--- config.mk ---
export PLATFORM = sky130hd
export DESIGN_NAME = pcip_mac
export DESIGN_NICKNAME = d
export VERILOG_FILES = /design/src/hw/rtl/pcip_pkg.sv /design/src/hw/rtl/pcip_mac.sv
export SDC_FILE = /design/constraint.sdc
export NUM_CORES = 2
export LEC_CHECK = 0
export ABC_CLOCK_PERIOD_IN_PS = 12700
export BUFFER_PORTS_ARGS = -buffer_cell sky130_fd_sc_hd__buf_2
export CORE_MARGIN = 4
export CORE_UTILIZATION = 45
export CTS_BUF_LIST = sky130_fd_sc_hd__clkbuf_8 sky130_fd_sc_hd__clkbuf_16
export CTS_CLUSTER_DIAMETER = 200
export CTS_CLUSTER_SIZE = 40
export DETAILED_ROUTE_END_ITERATION = 16
export GPL_ROUTABILITY_DRIVEN = 0
export GPL_TIMING_DRIVEN = 0
export RECOVER_POWER = 50
export SLEW_MARGIN = 25
export SYNTH_ARGS = -nofsm -noshare
export SYNTH_HDL_FRONTEND = slang
export SYNTH_SLANG_ARGS = --single-unit
--- constraint.sdc ---
create_clock -name clk -period 12.7 [get_ports clk]
set_clock_uncertainty 0.2 [all_clocks]
set_input_delay 2.54 -clock clk [delete_from_list [all_inputs] [get_ports clk]]
set_output_delay 2.54 -clock clk [all_outputs]
set_load 0.005 [all_outputs]
--- src/hw/rtl/pcip_pkg.sv ---
// ----------------------------------------------------------------------------
// pcip_pkg: shared definitions for the periodic cell imaging block
// Holds the widths, the register indexes, the sequencer types and the matrix
// entry helper.
// ----------------------------------------------------------------------------
package pcip_pkg;

  // Field and register widths.
  localparam int COORD_W   = 32;
  localparam int SHIFT_W   = 8;
  localparam int CFG_W     = 64;
  localparam int CFG_IDX_W = 3;
  localparam int ENTRY_W   = 32;

  // Shared multiplier: signed operands and 27-bit magnitude digits.
  localparam int OPW  = 55;
  localparam int MAGW = 54;
  localparam int DIGW = 27;
  localparam int ACCW = 104;

  // Internal value widths.
  localparam int P2W  = 36;
  localparam int FLW  = 28;
  localparam int HW   = 32;
  localparam int RW   = 16;
  localparam int LSW  = 34;

  // Bit positions in the fractional coordinate sum: 16 + 24 fraction bits + 1 for doubling.
  localparam int FL_LSB  = 41;
  localparam int R_LSB   = 25;
  localparam int HALF_Q16 = 32768;
  localparam int L_SHIFT  = 16;

  // Register indexes.
  localparam logic [CFG_IDX_W-1:0] REG_CELL_XX_XY    = 3'd0;
  localparam logic [CFG_IDX_W-1:0] REG_CELL_XZ_YY    = 3'd1;
  localparam logic [CFG_IDX_W-1:0] REG_CELL_YZ_ZZ    = 3'd2;
  localparam logic [CFG_IDX_W-1:0] REG_INVERSE_XX_XY = 3'd3;
  localparam logic [CFG_IDX_W-1:0] REG_INVERSE_XZ_YY = 3'd4;
  localparam logic [CFG_IDX_W-1:0] REG_INVERSE_YZ_ZZ = 3'd5;
  localparam logic [CFG_IDX_W-1:0] REG_PERIODIC_EN   = 3'd6;

  // Opcodes.
  localparam logic OP_POINT  = 1'b0;
  localparam logic OP_VECTOR = 1'b1;

  // Neighbor offset codes: minus one, zero, plus one.
  localparam logic [1:0] LOFS_MINUS = 2'd0;
  localparam logic [1:0] LOFS_ZERO  = 2'd1;
  localparam logic [1:0] LOFS_PLUS  = 2'd2;

  typedef enum logic [2:0] {
    ST_IDLE,
    ST_MUL,
    ST_DRAIN,
    ST_CAPTURE,
    ST_OUT
  } state_t;

  // Which sum of products the shared unit is working on.
  typedef enum logic [1:0] {
    GR_FRAC,
    GR_BASE,
    GR_SCORE,
    GR_SHIFT
  } group_t;

  typedef logic [2:0][CFG_W-1:0] mat_regs_t;

  // Control of the shared multiply-accumulate unit.
  typedef struct packed {
    logic       issue;
    logic       clear;
    logic [1:0] digit;
  } mac_ctl_t;

  // Upper-triangular entry (row, col) from three packed registers.
  function automatic logic signed [ENTRY_W-1:0] mat_entry(mat_regs_t m, logic [1:0] row,
                                                         logic [1:0] col);
    logic signed [ENTRY_W-1:0] v;
    unique case ({row, col})
      4'b0000: v = m[0][CFG_W-1:ENTRY_W];
      4'b0001: v = m[0][ENTRY_W-1:0];
      4'b0010: v = m[1][CFG_W-1:ENTRY_W];
      4'b0101: v = m[1][ENTRY_W-1:0];
      4'b0110: v = m[2][CFG_W-1:ENTRY_W];
      4'b1010: v = m[2][ENTRY_W-1:0];
      default: v = '0;
    endcase
    return v;
  endfunction

endpackage

--- src/hw/rtl/pcip_mac.sv ---
// ----------------------------------------------------------------------------
// pcip_mac: shared digit-serial multiply-accumulate unit
// Multiplies two signed operands one pair of 27-bit magnitude digits per
// cycle and adds the shifted partial product into a wide accumulator.
// ----------------------------------------------------------------------------
module pcip_mac import pcip_pkg::*; (
  input  logic                   clk,
  input  logic                   rst,
  input  mac_ctl_t               ctl,
  input  logic signed [OPW-1:0]  opa,
  input  logic signed [OPW-1:0]  opb,
  output logic signed [ACCW-1:0] acc
);

  logic signed [OPW-1:0]  nega, negb;
  logic [MAGW-1:0]        amag, bmag;
  logic [DIGW-1:0]        adig, bdig;
  logic [2*DIGW-1:0]      pp;
  logic                   pp_neg;
  logic [1:0]             pp_sh;
  logic                   pp_valid;
  logic signed [ACCW-1:0] term;

  // Magnitudes and the digits picked for this cycle.
  always_comb begin
    nega = -opa;
    negb = -opb;
    amag = opa[OPW-1] ? nega[MAGW-1:0] : opa[MAGW-1:0];
    bmag = opb[OPW-1] ? negb[MAGW-1:0] : opb[MAGW-1:0];
    adig = ctl.digit[0] ? amag[MAGW-1:DIGW] : amag[DIGW-1:0];
    bdig = ctl.digit[1] ? bmag[MAGW-1:DIGW] : bmag[DIGW-1:0];
  end

  // Partial product register.
  always_ff @(posedge clk) begin
    pp     <= adig * bdig;
    pp_neg <= opa[OPW-1] ^ opb[OPW-1];
    pp_sh  <= {1'b0, ctl.digit[0]} + {1'b0, ctl.digit[1]};
    if (rst) begin
      pp_valid <= 1'b0;
    end else begin
      pp_valid <= ctl.issue;
    end
  end

  // Align the partial product to its digit weight.
  always_comb begin
    unique case (pp_sh)
      2'd0:    term = ACCW'(pp);
      2'd1:    term = ACCW'(pp) << DIGW;
      2'd2:    term = ACCW'(pp) << (2 * DIGW);
      default: term = '0;
    endcase
  end

  // Accumulator.
  always_ff @(posedge clk) begin
    if (ctl.clear) begin
      acc <= '0;
    end else if (pp_valid) begin
      acc <= pp_neg ? acc - term : acc + term;
    end
  end

endmodule

* Word level (Yosys, flattened, before mapping)
Cells that the tools add are included.
** Word-level totals
- Bits in registers :: 162
- Bits of input ports :: 116
- Output and inout port bits :: 104
- Logic and storage cells :: 21
** Cells by class
- $add $sub $neg :: 5
- Multiply operators :: 1
- Equal/unequal tests :: 2
- Multiplexer cells :: 6
- Bitwise operators :: 1
- Reduce and logical (&&, ||, !) cells :: 1
** Operator list (count)
- $pmux W104 S3 :: 1
- $mux W54 :: 2
- $neg A54 Y54 :: 2
- $add A104 B104 Y104 :: 1
- $mux W104 :: 1
- $sub A104 B104 Y104 :: 1
- $mul A27 B27 Y54 :: 1
- $mux W27 :: 2
- $add A1 B1 Y2 :: 1
- $eq A2 B1 Y1 const B :: 1
- $eq A2 B2 Y1 const B :: 1
- $logic_not A2 Y1 :: 1
- $xor A1 B1 Y1 :: 1

* Logic depth before layout (Yosys ltp)
- Word-level depth :: 4
- Depth in mapped cells :: 44
- Gate-level depth less buffers :: 41

* Least setup slack after synthesis
OpenSTA, ideal clock, no wires.
- Path kind :: input to register
- Start point :: input port opb[2]
- End point :: register pp[50]
- Library setup time :: 0.072 ns
- Arrival :: 12.080 ns
- Data required time :: 12.428 ns
- Path slack :: 0.348 ns
- Cell stages on the path :: 40
- Buffers on the path :: 4
- Cells stage by stage :: or3_1 buf_2 or4_4 buf_6 or4_4 buf_6 or2_4 o311ai_0 o21ai_0 nand2_1 o21ai_0 a311oi_2 clkbuf_1 nand2_1 fa_1 inv_1 fa_1 inv_1 (+4 left out) fa_1 inv_1 fa_1 inv_1 ha_1 a21o_1 a21o_1 a21oi_1 o31a_1 o21ai_0 o211ai_1 o31ai_1 a21oi_1 a21oi_1 or2_2 a21o_1 a21oi_1 xnor2_1
** Between the ends
- Cells in the longest elaborated chain, start to end :: 4
** Ends and longest elaborated chain
- start: declaration :: line pcip_mac.sv:11 : input logic signed [OPW-1:0] opb,
- $neg A54 Y54 :: line pcip_mac.sv:27 : negb = -opb;
- $mux W54 * :: line pcip_mac.sv:29 : bmag = opb[OPW-1] ? negb[MAGW-1:0] : opb[MAGW-1:0];
- $mux W27 * :: line pcip_mac.sv:31 : bdig = ctl.digit[1] ? bmag[MAGW-1:DIGW] : bmag[DIGW-1:0];
- $mul A27 B27 Y54 * :: line pcip_mac.sv:36 : pp <= adig * bdig;
- end signal: assignment :: line pcip_mac.sv:36
- end: declaration :: line pcip_mac.sv:18 : logic [2*DIGW-1:0] pp;
Every way passes the cells marked *; elsewhere a longest branch is shown, timed or not.
A chain may end at the register's enable or synchronous reset.

* Final worst setup path
- Start point :: input port opb[11]
- End point :: register pp[51]
The elaborated chain is that of the path after synthesis.

==> results.ini <==
[worst_setup_path]
cp-startpoint=opb[11]
crit_path_start_kind=primary input
r2r_slack_ns=3.42
critPathKind=primary input to flip-flop
r2r_end=acc[103]
crit_top_cell=fa_1
cp_top_family=adder cells
worstPathRequired_ns=12.86
slowest_stage=or4_4
r2r_start=pp_sh[0]
end_kind=flip-flop
crit_arrival_ns=12.69
max_stage_delay_ns=0.61
path_buf_inv=7
reg2regPathDepth=30
crit_end=pp[51]
cp.depth=37
crit_fanout=10

[global_route]
grt_pass1_wl_um=245400
grt_max_degree=17
grt_pass1_vias=40414
grt_overflow=0
antenna_found_initial=3
track_usage=0.3283

[clock_tree]
cts_buffers=17
ctsHoldBuffers=0
cts_max_level=4
clock-root-buffer=clkbuf_16
clkSinkCount=162
insertion_delay_ns=0.48
clkTransAtPathRegs_ns=0.07
cts.path.max_buffers=2
cts_tree=yes

[timing]
hold_violations=0
fin_crit_ns=12.53
worst_pin_slew_ns=1.258
clock.fmax_mhz=79.81
fin_crit_sh=0.9866
setup_viol=0
final.setup.tns_ns=0
slew_viol_final=0
maxSlewHeadroom=0.1537

[die]
core_mm2=0.09056
row_count=110
die_y_um=311.3
io_pins=220
start_util=0.4570
dieArea_mm2=0.09688
die_x_um=311.3

[final_layout]
fin_util=0.5090
nNetsFinal=6643
finalInstanceArea_mm2=0.04610
final_cells=6795
syn_to_final_growth_pct=11.40
multi_input_area_mm2=0.03491
fillers=9009
seqCellArea_mm2=0.003243
drive_gt1_frac=0.09261

[yosys]
async_flop_share=0
synth_warnings=0
ys_types=91
ys_ff_latch=162
synth_nets=6344
yosys-top-cells-area=fa_1 (30%), ha_1 (9.1%), dfxtp_1 (7.8%)
ys.flop_type=dfxtp_1
synth_top_area_share=0.3023
synth.avg_cell_area_um2=7.804
syn-cell-area_mm2=0.04138
synth_cells=5303
yosys.area.top_type=fa_1
synth_edf_count=0
ys_seq_area_frac=0.07837

[route]
vias=40468
viasPerCell=5.956
detail_route.wl_per_cell_um=23.86
postRouteAntennaNets=0
dr.first_iter.drc_count=4125
firstDrtPassIters=6
routed_wl_um=162100
drcViolationCount=0

[placement]
placed_area_mm2=0.04440
post-dp-hpwl_um=132300
portBuffers=217
dp.cells=6715

[worst_hold_path]
hold_class=flip-flop to flip-flop

[outcome]
status=finished, final reports clean

[run]
maxCapViolations=0

worst register-to-register path: cells and delay by family (launching register included):
family	cells	cell delay, ns
xor+xnor	2	0.57
fa+ha+maj	2	0.40
buf+inv	6	2.23
compound gates	6	1.37
simple gates	14	4.09
flops	1	0.31
cells by family (layout without fill, tap and decap cells):
logic type	after synthesis	after routing	share of synthesized area
XOR/XNOR	249	249	0.05270
AND/OR/NAND/NOR	1805	1805	0.1954
flip-flops	162	162	0.07837
buffers and inverters	1068	1380	0.09778
adder cells (fa/ha/maj)	925	925	0.3930
other	0	4	0
multiplexers	97	97	0.02506
AO/OA/AOI/OAI	997	997	0.1576
layer usage:
metal | vias up | wire length (um) | GRT usage | share of wire
met3 | 598 | 17580 | 0.08340 | 0.11
met4 | 4 | 11130 | 0.1761 | 0.069
met2 | 2476 | 71360 | 0.5290 | 0.44
met1 | 19439 | 62010 | 0.4058 | 0.38
met5 | - | 31 | 0 | 0.00019
li1 | 17951 | - | - | -
sequential cells by signal, indices dropped and copies added (netlist names):
register,cells
acc,104
pp_sh,2
pp_valid,1
pp_neg,1
pp,54
cell usage in the layout (no fill, tap or decap), types with 28 or more instances in the layout:
cell type and instances:
inv_1 775, nor2b_1 42, nor3_1 67, o211ai_1 28
a22o_1 45, and2_1 71, buf_2 170, a31oi_1 41
dfxtp_1 162, a211oi_1 30, nand2_1 689, fa_1 618
clkbuf_1 240, a21o_1 76, nor2_1 554, clkbuf_2 30
nand4_1 49, nand3_1 79, o21bai_1 42, xnor2_1 126
ha_1 295, nand2b_1 64, o21ai_0 192, mux2i_1 77
xor2_1 122, buf_4 72, nor4_1 30, a21oi_1 261
what timing repair did:
action,CTS,global route
buffers inserted,31,37
setup endpoints to repair,32,14
resized for setup,104,125
pin swaps,13,53
gates cloned,0,0
per-stage QoR:
stage	setup slack [ns]	hold WS, ns
global route	-0.07351	0.3409
finish	0.1701	0.3206
detailed placement	-2.436	0.3043
CTS	0.008669	0.3149
global placement	-3.438	0.2945
floorplan	0.3480	0.2743
synth_stat cells (42+ instances only):
| cell | n |
|---|---|
| a21o_1 | 78 |
| a21oi_1 | 276 |
| a22o_1 | 45 |
| a31oi_1 | 42 |
| and2_1 | 71 |
| clkbuf_1 | 254 |
| dfxtp_1 | 162 |
| fa_1 | 625 |
| ha_1 | 300 |
| inv_1 | 776 |
| mux2i_1 | 80 |
| nand2_1 | 691 |
| nand2b_1 | 65 |
| nand3_1 | 82 |
| nand4_1 | 49 |
| nor2_1 | 562 |
| nor2b_1 | 42 |
| nor3_1 | 75 |
| o21ai_0 | 199 |
| o21bai_1 | 42 |
| xnor2_1 | 127 |
| xor2_1 | 122 |
layout make-up:
type | count | area share
Sequential cell | 162 | 0.07035
Inverter | 776 | 0.06319
Clock buffer | 18 | 0.009527
Buffer | 269 | 0.02551
Antenna cell | 4 | 0.0002171
Tap cell | 1176 | 0.03192
Multi-Input combinational cell | 4073 | 0.7574
Timing Repair Buffer | 303 | 0.03860
Clock inverter | 14 | 0.003311
worst min path at each step:
stage                     cells after the start  slack (ns)     from       to
after floorplan                               2        0.27  acc[45]  acc[45]
after global placement                        2        0.29  acc[62]  acc[62]
after detailed placement                      2        0.30  acc[45]  acc[45]
after CTS                                     2        0.31  acc[45]  acc[45]
after global routing                          1        0.34  acc[77]  acc[77]
final                                         2        0.32  acc[62]  acc[62]
Power is not shown: default switching activity piles up to over one toggle a cycle in this logic, so the estimate is an artifact.
